==> config.mk <==
export PLATFORM = sky130hd
export DESIGN_NAME = loop_yoyo_ramp_timeline
export DESIGN_NICKNAME = d
export VERILOG_FILES = /design/src/sv/lyrt_pkg.sv /design/src/sv/lyrt_csr.sv /design/src/sv/lyrt_frac.sv /design/src/sv/loop_yoyo_ramp_timeline.sv
export SDC_FILE = /design/constraint.sdc
export NUM_CORES = 1
export LEC_CHECK = 0
export ABC_AREA = 0
export BUFFER_PORTS_ARGS = -buffer_cell sky130_fd_sc_hd__buf_2
export CORE_MARGIN = 2
export CORE_UTILIZATION = 56
export CTS_CLUSTER_DIAMETER = 30
export DETAILED_ROUTE_END_ITERATION = 10
export GPL_TIMING_DRIVEN = 0
export PLACE_DENSITY_LB_ADDON = 0.08
export SLEW_MARGIN = 15
export SYNTH_ARGS = -nofsm -noshare
export SYNTH_HDL_FRONTEND = slang
export SYNTH_SLANG_ARGS = --single-unit
==> constraint.sdc <==
create_clock -name clock -period 6.05 [get_ports clock]
set_input_delay 1.21 -clock clock [delete_from_list [all_inputs] [get_ports clock]]
set_output_delay 1.21 -clock clock [all_outputs]
set_load 0.02 [all_outputs]
==> src/sv/lyrt_pkg.sv <==
// shared types and constants of the ramp timeline
// no dependencies; imported by every module of the block
`default_nettype none

package lyrt_pkg;

   // fixed-point and time widths
   localparam int FRAC_BITS = 16;
   localparam int TIME_BITS = 32;
   localparam int VAL_W     = FRAC_BITS + 1;
   localparam int DUR_W     = 24;
   localparam int LOOP_W    = 16;
   localparam int CSR_W     = 24;
   localparam int DIV_CNT_W = $clog2(FRAC_BITS);

   localparam logic [VAL_W-1:0] ONE_Q = VAL_W'(1) << FRAC_BITS;
   localparam logic [DIV_CNT_W-1:0] DIV_LAST = DIV_CNT_W'(FRAC_BITS - 1);

   // request codes
   localparam logic [2:0] REQ_TICK   = 3'd0;
   localparam logic [2:0] REQ_PLAY   = 3'd1;
   localparam logic [2:0] REQ_PAUSE  = 3'd2;
   localparam logic [2:0] REQ_RESUME = 3'd3;
   localparam logic [2:0] REQ_STOP   = 3'd4;
   localparam logic [2:0] REQ_CANCEL = 3'd5;

   // event codes
   localparam logic [1:0] EVT_NONE     = 2'd0;
   localparam logic [1:0] EVT_STARTED  = 2'd1;
   localparam logic [1:0] EVT_FINISHED = 2'd2;
   localparam logic [1:0] EVT_CANCEL   = 2'd3;

   // register indexes
   localparam logic [1:0] CSR_DURATION = 2'd0;
   localparam logic [1:0] CSR_DELAY    = 2'd1;
   localparam logic [1:0] CSR_LOOPS    = 2'd2;
   localparam logic [1:0] CSR_YOYO     = 2'd3;

   typedef struct packed {
      logic [2:0]           req_type;
      logic [TIME_BITS-1:0] now_ms;
   } lyrt_req_type;

   typedef struct packed {
      logic [VAL_W-1:0] ramp_value;
      logic             value_valid;
      logic [VAL_W-1:0] time_progress;
      logic             is_live;
      logic             is_paused;
      logic             going_back;
      logic [1:0]       event_code;
   } lyrt_rsp_type;

   typedef struct packed {
      logic [DUR_W-1:0]         leg_len;
      logic [DUR_W-1:0]         lead_wait;
      logic signed [LOOP_W-1:0] run_count;
      logic                     yoyo_enable;
   } lyrt_cfg_type;

   // status of the fraction unit
   typedef struct packed {
      logic             done;
      logic             early;
      logic [VAL_W-1:0] value;
   } lyrt_frac_sts_type;

endpackage

`default_nettype wire

==> src/sv/lyrt_csr.sv <==
// configuration registers of the ramp timeline
// depends on lyrt_pkg
`default_nettype none

module lyrt_csr import lyrt_pkg::*; (
   input  wire logic             clock,
   input  wire logic             reset,
   input  wire logic             csr_we,
   input  wire logic [1:0]       csr_index,
   input  wire logic [CSR_W-1:0] csr_wdata,
   output lyrt_cfg_type          cfg
);

   lyrt_cfg_type cfg_ff;

   // register write decode
   always_ff @(posedge clock) begin
      if (reset) begin
         cfg_ff.leg_len     <= '0;
         cfg_ff.lead_wait   <= '0;
         cfg_ff.run_count   <= LOOP_W'(1);
         cfg_ff.yoyo_enable <= 1'b0;
      end else if (csr_we) begin
         unique case (csr_index)
            CSR_DURATION: cfg_ff.leg_len     <= csr_wdata[DUR_W-1:0];
            CSR_DELAY:    cfg_ff.lead_wait   <= csr_wdata[DUR_W-1:0];
            CSR_LOOPS:    cfg_ff.run_count   <= csr_wdata[LOOP_W-1:0];
            CSR_YOYO:     cfg_ff.yoyo_enable <= csr_wdata[0];
            default:      cfg_ff.yoyo_enable <= cfg_ff.yoyo_enable;
         endcase
      end
   end

   assign cfg = cfg_ff;

endmodule

`default_nettype wire

==> src/sv/lyrt_frac.sv <==
// leg fraction unit: (t - delay) / duration in Q1.16, saturated to one
// bit-serial restoring divider, one quotient bit a cycle; depends on lyrt_pkg
`default_nettype none

module lyrt_frac import lyrt_pkg::*; (
   input  wire logic                 clock,
   input  wire logic                 reset,
   input  wire logic                 start,
   input  wire logic [TIME_BITS-1:0] t,
   input  wire logic [DUR_W-1:0]     delay,
   input  wire logic [DUR_W-1:0]     dur,
   output lyrt_frac_sts_type         sts
);

   typedef enum logic [1:0] {F_IDLE, F_CHECK, F_DIV} fstate_type;

   fstate_type             state_ff;
   logic [TIME_BITS-1:0]   e_ff;
   logic                   early_ff;
   logic [DUR_W-1:0]       d_ff;
   logic [DUR_W-1:0]       r_ff;
   logic [FRAC_BITS-2:0]   q_ff;
   logic [DIV_CNT_W-1:0]   cnt_ff;
   logic [VAL_W-1:0]       val_ff;
   logic                   done_ff;

   logic [TIME_BITS:0]     sub;
   logic [DUR_W+1:0]       step_diff;
   logic                   step_bit;
   logic [DUR_W-1:0]       step_rem;

   // elapsed time past the delay, borrow marks a tick still in the delay
   assign sub = {1'b0, t} - (TIME_BITS+1)'(delay);

   // one restoring step: shift remainder, try the divisor
   assign step_diff = {1'b0, r_ff, 1'b0} - {2'b00, d_ff};
   assign step_bit  = ~step_diff[DUR_W+1];
   assign step_rem  = step_bit ? step_diff[DUR_W-1:0] : {r_ff[DUR_W-2:0], 1'b0};

   always_ff @(posedge clock) begin
      if (reset) begin
         state_ff <= F_IDLE;
         done_ff  <= 1'b0;
      end else begin
         done_ff <= 1'b0;
         unique case (state_ff)
            F_IDLE: begin
               if (start) begin
                  e_ff     <= sub[TIME_BITS-1:0];
                  early_ff <= sub[TIME_BITS];
                  d_ff     <= (dur == '0) ? DUR_W'(1) : dur;
                  state_ff <= F_CHECK;
               end
            end
            F_CHECK: begin
               if (early_ff) begin
                  val_ff   <= '0;
                  done_ff  <= 1'b1;
                  state_ff <= F_IDLE;
               end else if (e_ff >= TIME_BITS'(d_ff)) begin
                  val_ff   <= ONE_Q;
                  done_ff  <= 1'b1;
                  state_ff <= F_IDLE;
               end else begin
                  // e below d, so it fits the remainder
                  r_ff     <= e_ff[DUR_W-1:0];
                  cnt_ff   <= '0;
                  state_ff <= F_DIV;
               end
            end
            F_DIV: begin
               r_ff   <= step_rem;
               q_ff   <= {q_ff[FRAC_BITS-3:0], step_bit};
               cnt_ff <= cnt_ff + DIV_CNT_W'(1);
               if (cnt_ff == DIV_LAST) begin
                  val_ff   <= {1'b0, q_ff, step_bit};
                  done_ff  <= 1'b1;
                  state_ff <= F_IDLE;
               end
            end
            default: state_ff <= F_IDLE;
         endcase
      end
   end

   assign sts.done  = done_ff;
   assign sts.early = early_ff;
   assign sts.value = val_ff;

endmodule

`default_nettype wire

==> src/sv/loop_yoyo_ramp_timeline.sv <==
// ramp timeline with start delay, loop count and yoyo legs
// depends on lyrt_pkg, lyrt_csr, lyrt_frac
//
//   port group   direction  handshake          payload
//   req_         in         req_valid/stall    lyrt_req_type (request, now_ms)
//   rsp_         out        rsp_valid/stall    lyrt_rsp_type (one per item)
//   csr_         in         csr_we             csr_index, csr_wdata
//
// one item at a time: after accept the item runs through time, start, wait and
// commit; the fraction comes from the 16-step serial divider in lyrt_frac, or is
// settled by the delay or saturation check alone
// the next item is accepted while a result waits in the output register
// synchronous active-high reset clears run state and the registers to defaults
// a stalled result holds the item before commit until the output drains
`default_nettype none

module loop_yoyo_ramp_timeline import lyrt_pkg::*; (
   input  wire logic             clock,
   input  wire logic             reset,
   input  wire logic             req_valid,
   output      logic             req_stall,
   input  wire lyrt_req_type     req_item,
   output      logic             rsp_valid,
   input  wire logic             rsp_stall,
   output      lyrt_rsp_type     rsp_item,
   input  wire logic             csr_we,
   input  wire logic [1:0]       csr_index,
   input  wire logic [CSR_W-1:0] csr_wdata
);

   typedef enum logic [2:0] {S_IDLE, S_TIME, S_START, S_WAIT, S_COMMIT} state_type;

   state_type            state_ff;
   lyrt_req_type         req_ff;
   logic [TIME_BITS-1:0] t_ff;
   lyrt_rsp_type         rsp_ff;
   logic                 rsp_valid_ff;

   // run state
   logic [TIME_BITS-1:0] leg_start_ff, leg_start_in;
   logic [TIME_BITS-1:0] banked_ff, banked_in;
   logic                 active_ff, active_in;
   logic                 paused_ff, paused_in;
   logic                 rev_ff, rev_in;
   logic [LOOP_W-1:0]    loops_ff, loops_in;
   logic                 forever_ff, forever_in;
   logic [VAL_W-1:0]     cache_ff, cache_in;
   logic [DUR_W-1:0]     run_dur_ff, run_dur_in;
   logic [DUR_W-1:0]     run_delay_ff, run_delay_in;
   logic                 run_yoyo_ff, run_yoyo_in;
   lyrt_rsp_type         rsp_in;

   lyrt_cfg_type         cfg;
   lyrt_frac_sts_type    frac_sts;
   logic                 commit;

   lyrt_csr u_csr (
      .clock     (clock),
      .reset     (reset),
      .csr_we    (csr_we),
      .csr_index (csr_index),
      .csr_wdata (csr_wdata),
      .cfg       (cfg)
   );

   lyrt_frac u_frac (
      .clock (clock),
      .reset (reset),
      .start (state_ff == S_START),
      .t     (t_ff),
      .delay (run_delay_ff),
      .dur   (run_dur_ff),
      .sts   (frac_sts)
   );

   // next run state and result from the request and the leg fraction
   always_comb begin
      logic             counted;
      logic             ended;
      logic             zero_prog;
      logic [VAL_W-1:0] ramp;
      logic             valid;
      logic [1:0]       evt;
      logic [LOOP_W:0]  half_sum;

      leg_start_in = leg_start_ff;
      banked_in    = banked_ff;
      active_in    = active_ff;
      paused_in    = paused_ff;
      rev_in       = rev_ff;
      loops_in     = loops_ff;
      forever_in   = forever_ff;
      cache_in     = cache_ff;
      run_dur_in   = run_dur_ff;
      run_delay_in = run_delay_ff;
      run_yoyo_in  = run_yoyo_ff;
      counted      = 1'b1;
      ended        = 1'b0;
      zero_prog    = 1'b0;
      ramp         = '0;
      valid        = 1'b0;
      evt          = EVT_NONE;
      half_sum     = {1'b0, cfg.run_count} + (LOOP_W+1)'(1);

      unique case (req_ff.req_type)
         REQ_TICK: begin
            if (active_ff && !paused_ff && !frac_sts.early) begin
               valid = 1'b1;
               ramp  = rev_ff ? ONE_Q - frac_sts.value : frac_sts.value;
               // leg end: flip or count down
               if (frac_sts.value == ONE_Q) begin
                  if (run_yoyo_ff) begin
                     rev_in  = !rev_ff;
                     counted = rev_ff;
                  end
                  if (counted && !forever_ff) begin
                     if (loops_ff <= LOOP_W'(1)) begin
                        loops_in  = '0;
                        active_in = 1'b0;
                        paused_in = 1'b0;
                        cache_in  = ONE_Q;
                        evt       = EVT_FINISHED;
                        ended     = 1'b1;
                     end else begin
                        loops_in = loops_ff - LOOP_W'(1);
                     end
                  end
                  if (!ended) begin
                     leg_start_in = req_ff.now_ms;
                     banked_in    = '0;
                     zero_prog    = 1'b1;
                  end
               end
            end
         end
         REQ_PLAY: begin
            run_dur_in   = cfg.leg_len;
            run_delay_in = cfg.lead_wait;
            run_yoyo_in  = cfg.yoyo_enable;
            forever_in   = cfg.run_count[LOOP_W-1];
            if (cfg.run_count[LOOP_W-1]) begin
               loops_in = '0;
            end else if (cfg.yoyo_enable) begin
               loops_in = half_sum[LOOP_W:1];
            end else begin
               loops_in = cfg.run_count;
            end
            cache_in     = '0;
            leg_start_in = req_ff.now_ms;
            banked_in    = '0;
            rev_in       = 1'b0;
            paused_in    = 1'b0;
            active_in    = 1'b1;
            zero_prog    = 1'b1;
            evt          = EVT_STARTED;
         end
         REQ_PAUSE: begin
            if (active_ff && !paused_ff) begin
               banked_in = t_ff;
               paused_in = 1'b1;
            end
         end
         REQ_RESUME: begin
            if (active_ff && paused_ff) begin
               leg_start_in = req_ff.now_ms;
               paused_in    = 1'b0;
            end
         end
         REQ_STOP: begin
            if (active_ff) begin
               active_in = 1'b0;
               paused_in = 1'b0;
               cache_in  = ONE_Q;
               evt       = EVT_FINISHED;
            end
         end
         REQ_CANCEL: begin
            if (active_ff) begin
               active_in = 1'b0;
               paused_in = 1'b0;
               cache_in  = frac_sts.value;
               evt       = EVT_CANCEL;
            end
         end
         default: evt = EVT_NONE;
      endcase

      rsp_in.ramp_value    = ramp;
      rsp_in.value_valid   = valid;
      rsp_in.time_progress = active_in ? (zero_prog ? '0 : frac_sts.value) : cache_in;
      rsp_in.is_live       = active_in;
      rsp_in.is_paused     = active_in && paused_in;
      rsp_in.going_back    = active_in && rev_in;
      rsp_in.event_code    = evt;
   end

   assign commit = (state_ff == S_COMMIT) && (!rsp_valid_ff || !rsp_stall);

   // sequencer, run state and output register
   always_ff @(posedge clock) begin
      if (reset) begin
         state_ff     <= S_IDLE;
         rsp_valid_ff <= 1'b0;
         leg_start_ff <= '0;
         banked_ff    <= '0;
         active_ff    <= 1'b0;
         paused_ff    <= 1'b0;
         rev_ff       <= 1'b0;
         loops_ff     <= '0;
         forever_ff   <= 1'b0;
         cache_ff     <= '0;
         run_dur_ff   <= '0;
         run_delay_ff <= '0;
         run_yoyo_ff  <= 1'b0;
      end else begin
         // output register: filled on commit, emptied when its item is taken
         if (commit) begin
            rsp_valid_ff <= 1'b1;
         end else if (rsp_valid_ff && !rsp_stall) begin
            rsp_valid_ff <= 1'b0;
         end
         unique case (state_ff)
            S_IDLE: begin
               if (req_valid) begin
                  req_ff   <= req_item;
                  state_ff <= S_TIME;
               end
            end
            S_TIME: begin
               // run time of the live leg
               t_ff     <= paused_ff ? banked_ff
                                     : banked_ff + req_ff.now_ms - leg_start_ff;
               state_ff <= S_START;
            end
            S_START: state_ff <= S_WAIT;
            S_WAIT: begin
               if (frac_sts.done) begin
                  state_ff <= S_COMMIT;
               end
            end
            S_COMMIT: begin
               if (commit) begin
                  leg_start_ff <= leg_start_in;
                  banked_ff    <= banked_in;
                  active_ff    <= active_in;
                  paused_ff    <= paused_in;
                  rev_ff       <= rev_in;
                  loops_ff     <= loops_in;
                  forever_ff   <= forever_in;
                  cache_ff     <= cache_in;
                  run_dur_ff   <= run_dur_in;
                  run_delay_ff <= run_delay_in;
                  run_yoyo_ff  <= run_yoyo_in;
                  rsp_ff       <= rsp_in;
                  state_ff     <= S_IDLE;
               end
            end
            default: state_ff <= S_IDLE;
         endcase
      end
   end

   assign req_stall = (state_ff != S_IDLE);
   assign rsp_valid = rsp_valid_ff;
   assign rsp_item  = rsp_ff;

   // an accepted item starts the time step
   a_accept_starts: assert property (@(posedge clock) disable iff (reset)
      req_valid && !req_stall |=> state_ff == S_TIME)
      else $error("accepted item did not start processing");

   // the fraction unit reports only while the sequencer waits for it
   a_frac_done_wait: assert property (@(posedge clock) disable iff (reset)
      frac_sts.done |-> state_ff == S_WAIT)
      else $error("fraction done outside wait");

   // the fraction never exceeds one
   a_frac_range: assert property (@(posedge clock) disable iff (reset)
      frac_sts.done |-> frac_sts.value <= ONE_Q)
      else $error("fraction above one");

   // no value means a zero ramp
   a_ramp_zero: assert property (@(posedge clock) disable iff (reset)
      rsp_valid && !rsp_item.value_valid |-> rsp_item.ramp_value == '0)
      else $error("ramp value without valid flag");

endmodule

`default_nettype wire

[Word level (Yosys, flattened, before mapping)]
Index checks and enable logic that the tools add are counted.
Storage, ports and cells
  bits of input ports: 66
  bits in registers: 446
  output and inout bits: 42
  word-level logic and storage cells: 216
Operators by class
  add/subtract/negate cells: 8
  bitwise operators: 2
  multiplexer cells: 92
  equal/unequal tests: 30
  magnitude comparators: 2
  reductions and logical operators: 46
Operators with widths (number)
  $mux W32: 9
  $mux W17: 12
  $pmux W32 S3: 2
  $mux W16: 6
  $mux W24: 3
  $pmux W17 S4: 1
  $pmux W24 S2: 1
  $pmux W17 S2: 1
  $sub A32 B24 Y33: 1
  $add A32 B32 Y32: 1
  $ge A32 B24 Y1: 1
  $mux W1: 32
  $pmux W16 S2: 1
  $sub A32 B32 Y32: 1
  $sub A25 B24 Y26: 1
  $logic_not A24 Y1: 1
  $mux W2: 10
  $ne A2 B2 Y1 const B: 10
  $reduce_and A2 Y1: 9
  $add A16 B1 Y17 const B: 1
  $eq A17 B17 Y1 const B: 1
  $sub A17 B17 Y17 const A: 1
  $le A16 B1 Y1 const B: 1
  $sub A16 B1 Y16 const B: 1
  31 further kinds: 72

[Depth between registers and ports, before layout]
  depth in word-level cells: 16
  depth in mapped cells: 16
  mapped depth without buffers: 15

[Modules after synthesis]
A second synthesis with hierarchy kept.
Second synthesis, totals
  cell total of the unflattened synthesis: 2465
  area total of the unflattened synthesis: 23895.4 sq um
Modules (own cells, without submodules)
  loop_yoyo_ramp_timeline: instances 1, area an instance 13449.1 sq um, sequential area each 6296.0 sq um, cells each 1461
  lyrt_frac: instances 1, area an instance 7775.0 sq um, sequential area each 3573.4 sq um, cells each 760
  lyrt_csr: instances 1, area an instance 2671.3 sq um, sequential area each 1301.2 sq um, cells each 244

[Worst setup path before layout]
Ideal clock, no wire load.
  path kind: input to register
  start point: input port reset
  end point: register u_frac.d_ff[0] (enable)
  path slack: -288 ps
  cell stages on the path: 3
  arrival: 5785 ps
  cell sequence: clkbuf_1 > clkbuf_1 > nor3b_1
On the way
  longest elaborated chain between the ends: 2
RTL lines
  from (decl): RTL line loop_yoyo_ramp_timeline.sv:19  | input wire logic reset,
  $not A1 Y1 (no line)
  $reduce_and A3 Y1 (no line)
  to (signal assigned): RTL line lyrt_frac.sv:51  | d_ff <= (dur == '0) ? DUR_W'(1) : dur;
  to (decl): RTL line lyrt_frac.sv:20  | logic [DUR_W-1:0] d_ff;
Every way passes these cells.
A chain may end at the register's enable or synchronous reset.

[Final worst setup path]
  start point: register u_frac.val_ff[0]
  end point: register leg_start_ff[28]
On the way
  longest elaborated chain between the ends: 3
RTL lines
  from (decl): RTL line lyrt_frac.sv:24  | logic [VAL_W-1:0] val_ff;
  from (signal assigned): RTL line lyrt_frac.sv:76  | val_ff <= {1'b0, q_ff, step_bit};
  $eq A17 B17 Y1: RTL line loop_yoyo_ramp_timeline.sv:111  | if (frac_sts.value == ONE_Q) begin
  $ne A2 B2 Y1 (no line)
  $reduce_and A7 Y1 (no line)
  to (signal assigned): RTL line loop_yoyo_ramp_timeline.sv:243  | leg_start_ff <= leg_start_in;
  to (decl): RTL line loop_yoyo_ramp_timeline.sv:40  | logic [TIME_BITS-1:0] leg_start_ff, leg_start_in;
Every way passes these cells.

==> results.py <==
metrics = {
    "detailed_routing": {
        "vias": 18576,
        "dr.first_iter.drc_count": 1508,
        "drc": 0,
        "avgRoutedWirePerCell_um": 17.87,
        "totalWireLength_mm": 59.53,
        "drt_first_pass_iters": 5,
        "viasPerCell": 5.575,
        "ant_nets": 0,
    },
    "pwr": {
        "ir_worst_vdd_v": 0.0002494,
        "p_leak_nw": 10.54,
        "p_per_area_mw_per_mm2": 326.2,
        "power_w": 0.009055,
    },
    "clock_tree": {
        "cts_root_buf": "clkbuf_16",
        "htreeDepth": 3,
        "cts_resized": 0,
        "clockBufferDepth": 3,
        "cts_tree": "yes",
        "clkTransAtPathRegs_ps": 50,
        "postCtsSetupBuffers": 0,
        "cts-hold-fix-buffers": 0,
        "cts_sinks": 446,
        "numCtsBuffers": 92,
        "clk_latency_ps": 650,
    },
    "logic_synthesis": {
        "synth-adder-area-share": 0.08979,
        "async_flop_share": 0,
        "syn-instance-count": 2506,
        "yosysSeqAreaShare": 0.4835,
        "avgSynthCellArea_um2": 9.219,
        "syn_nets": 2718,
        "synth_xor_area_frac": 0.03412,
        "syn-cell-area_mm2": 0.02310,
        "ys_ff_latch": 446,
        "synth_compound_area_frac": 0.1649,
        "synth_cell_type_count": 72,
        "synthSimpleGateAreaFrac": 0.1661,
        "ys.flop_type": "edfxtp_1",
        "synth-edff-count": 224,
        "synthMuxAreaShare": 0.004062,
        "ys_warn_count": 0,
        "synth_top_family_by_area": "simple AND/OR/NAND/NOR gates",
    },
    "global_routing": {
        "grt_pass1_vias": 18206,
        "grt_pass1_wl_mm": 94.76,
        "grt_max_degree": 33,
        "track_usage": 0.2759,
        "overflow": 0,
        "antenna_found_initial": 0,
    },
    "worst_setup_path": {
        "cp_slowest_cell": "a21oi_1",
        "startpoint": "u_frac.val_ff[0]$_SDFFCE_PN0P_",
        "critical_path.endpoint_type": "register",
        "required_ps": 6620,
        "crit_path_start_kind": "register",
        "cp.arrival_ps": 5660,
        "crit_chain": "inv_1, ha_1, nand2_1, or3_1, or4_1, or3_1, nor3_1, ha_1, and2_1, nand2_1, a211o_1, a21oi_1, clkbuf_1, nand2_1, a21oi_1",
        "slowest_delay_ps": 760,
        "crit_fanout": 10,
        "cpMostUsedCell": "nand2_1",
        "rr_startpoint": "u_frac.val_ff[0]$_SDFFCE_PN0P_",
        "worstSetupPathType": "reg -> reg",
    },
    "layout": {
        "diodes": 0,
        "drive_gt1_frac": 0.1143,
        "n_fill_cell": 3207,
        "final_nets": 2932,
        "final-seq-area_mm2": 0.01117,
        "multi_input_area_mm2": 0.01065,
        "final_core_util": 0.6815,
        "area.growth.synth_to_final_pct": 20.16,
    },
    "place": {
        "dp_slack_ps": 993.8,
        "io_buffer_count": 107,
        "place.detailed.hpwl_mm": 44.30,
        "gp_congestion": 0.9703,
    },
    "timing": {
        "final.period_utilization": 0.8410,
        "drv_slew": 0,
        "finalSetupViolations": 0,
        "fin_hold_ws_ps": 431.4,
        "period_minus_slack_ps": 5088,
        "setup_ws_ps": 961.7,
        "rsz0062_at_grt": "no",
        "max-slew-margin-rel": 0.3255,
        "tightest_slew_ps": 998.6,
        "fin_tns_setup_ps": 0,
        "fmax_ghz": 0.1965,
        "fin_skew_ps": 54.91,
        "hold_viol": 0,
    },
    "floorplan": {
        "rows": 74,
        "die_w_um": 207.1,
        "initial_core_util": 0.5671,
        "pin_count": 108,
        "core_mm2": 0.04074,
        "dieArea_mm2": 0.04290,
        "fp.dieH_um": 207.1,
    },
    "job": {
        "drv_cap": 0,
    },
    "min_path": {
        "hp-start": "u_frac.q_ff[12]$_DFFE_PP_",
        "hp-class": "reg -> reg",
    },
    "status": {
        "status": "complete, no violations",
    },
}
-- registers in the layout, indices dropped and copies added (netlist names), 16 cells and up --
name / count
banked_ff: 32
cache_ff: 17
leg_start_ff: 32
loops_ff: 16
req_ff: 35
rsp_item: 40
run_delay_ff: 24
run_dur_ff: 24
t_ff: 32
u_csr.cfg: 65
u_frac.d_ff: 24
u_frac.e_ff: 32
u_frac.r_ff: 24
u_frac.val_ff: 17
-- critical path: cells and delay by family (launching register included) --
family	cells	cell delay [ps]
simple gates	8	2100
flops	1	510
fa+ha+maj	2	490
buf+inv	2	660
compound gates	3	1250
-- metrics by stage --
stage	instances	instance area [um2]
floorplan	2506	23110
global placement	3145	24310
detailed placement	3158	24490
CTS	3332	27760
global route	3332	27760
finish	3332	27760
-- power breakdown --
part | switching, W | internal (W) | leakage, nW
sequential | 0.0000474 | 0.00325 | 3.89
clock | 0.00178 | 0.00341 | 1.57
combinational | 0.000349 | 0.000212 | 5.08
-- final timing paths --
| kind | to | slack, ps | cells past startpoint |
|---|---|---|---|
| setup reg to reg | leg_start_ff[28]$_SDFFE_PP0P_ | 960 | 15 |
| hold reg to reg | u_frac.q_ff[13]$_DFFE_PP_ | 430 | 0 |
| hold / removal | u_frac.q_ff[13]$_DFFE_PP_ | 430 | 0 |
| setup / recovery | leg_start_ff[28]$_SDFFE_PP0P_ | 960 | 15 |
-- placed cells by master (no fill, tap or decap), types with 33 or more instances in the layout --
cell type | Yosys | routed
ha_1 | 113 | 113
buf_2 | 7 | 119
edfxtp_1 | 224 | 224
o21ai_0 | 127 | 127
nor2_1 | 146 | 145
inv_1 | 210 | 210
xnor2_1 | 50 | 50
dfxtp_1 | 222 | 222
nand3b_1 | 37 | 37
nand3_1 | 37 | 37
clkbuf_16 | 0 | 93
a21o_1 | 47 | 47
clkbuf_1 | 129 | 141
xor2_1 | 40 | 40
nand2_1 | 453 | 453
a21oi_1 | 250 | 249
fa_1 | 33 | 33
-- routing by layer --
metal	share of wire	up-vias	global-route usage
met5	0	-	0
met4	0.036	0	0.1254
met3	0.050	103	0.03851
met2	0.47	528	0.4433
met1	0.45	8808	0.3726
li1	-	9137	-
-- cell usage after synthesis (all sizes together) (16+ instances only) --
cell,instances,area [um2]
a21oi,250,1251
xor2,40,350.3
nand3,37,185.2
xnor2,50,437.9
a21o,47,352.8
clkbuf,129,484.2
fa,33,660.6
a22oi,27,252.7
a22o,16,140.1
nor4,21,146.4
nand3b,37,277.8
nand2,454,1707
a31oi,25,156.4
nor3,21,105.1
edfxtp,224,6726
nor2b,16,100.1
dfxtp,222,4444
and2,22,137.6
a211oi,19,142.6
o21ai,128,640.6
nor2,147,559.3
ha,113,1414
nand2b,24,150.1
inv,211,792.0
-- kinds of logic after synthesis --
logic type                 Yosys count
AOI/OAI and AO/OA                  618
xor gates and xnor gates            90
adders and majority gates          146
buffers and inverters              350
DFF                                446
muxes                                9
and+or+nand+nor                    847
-- area by class of cell --
| type | count | area share |
|---|---|---|
| inverter | 211 | 0.02853 |
| tap | 532 | 0.02398 |
| timing repair buffer | 120 | 0.02434 |
| multi-input combinational | 1710 | 0.3835 |
| clock inverter | 64 | 0.02997 |
| sequential | 446 | 0.4024 |
| clock buffer | 110 | 0.08793 |
| buffer | 139 | 0.01938 |
Power figures use the tool's default switching activity.
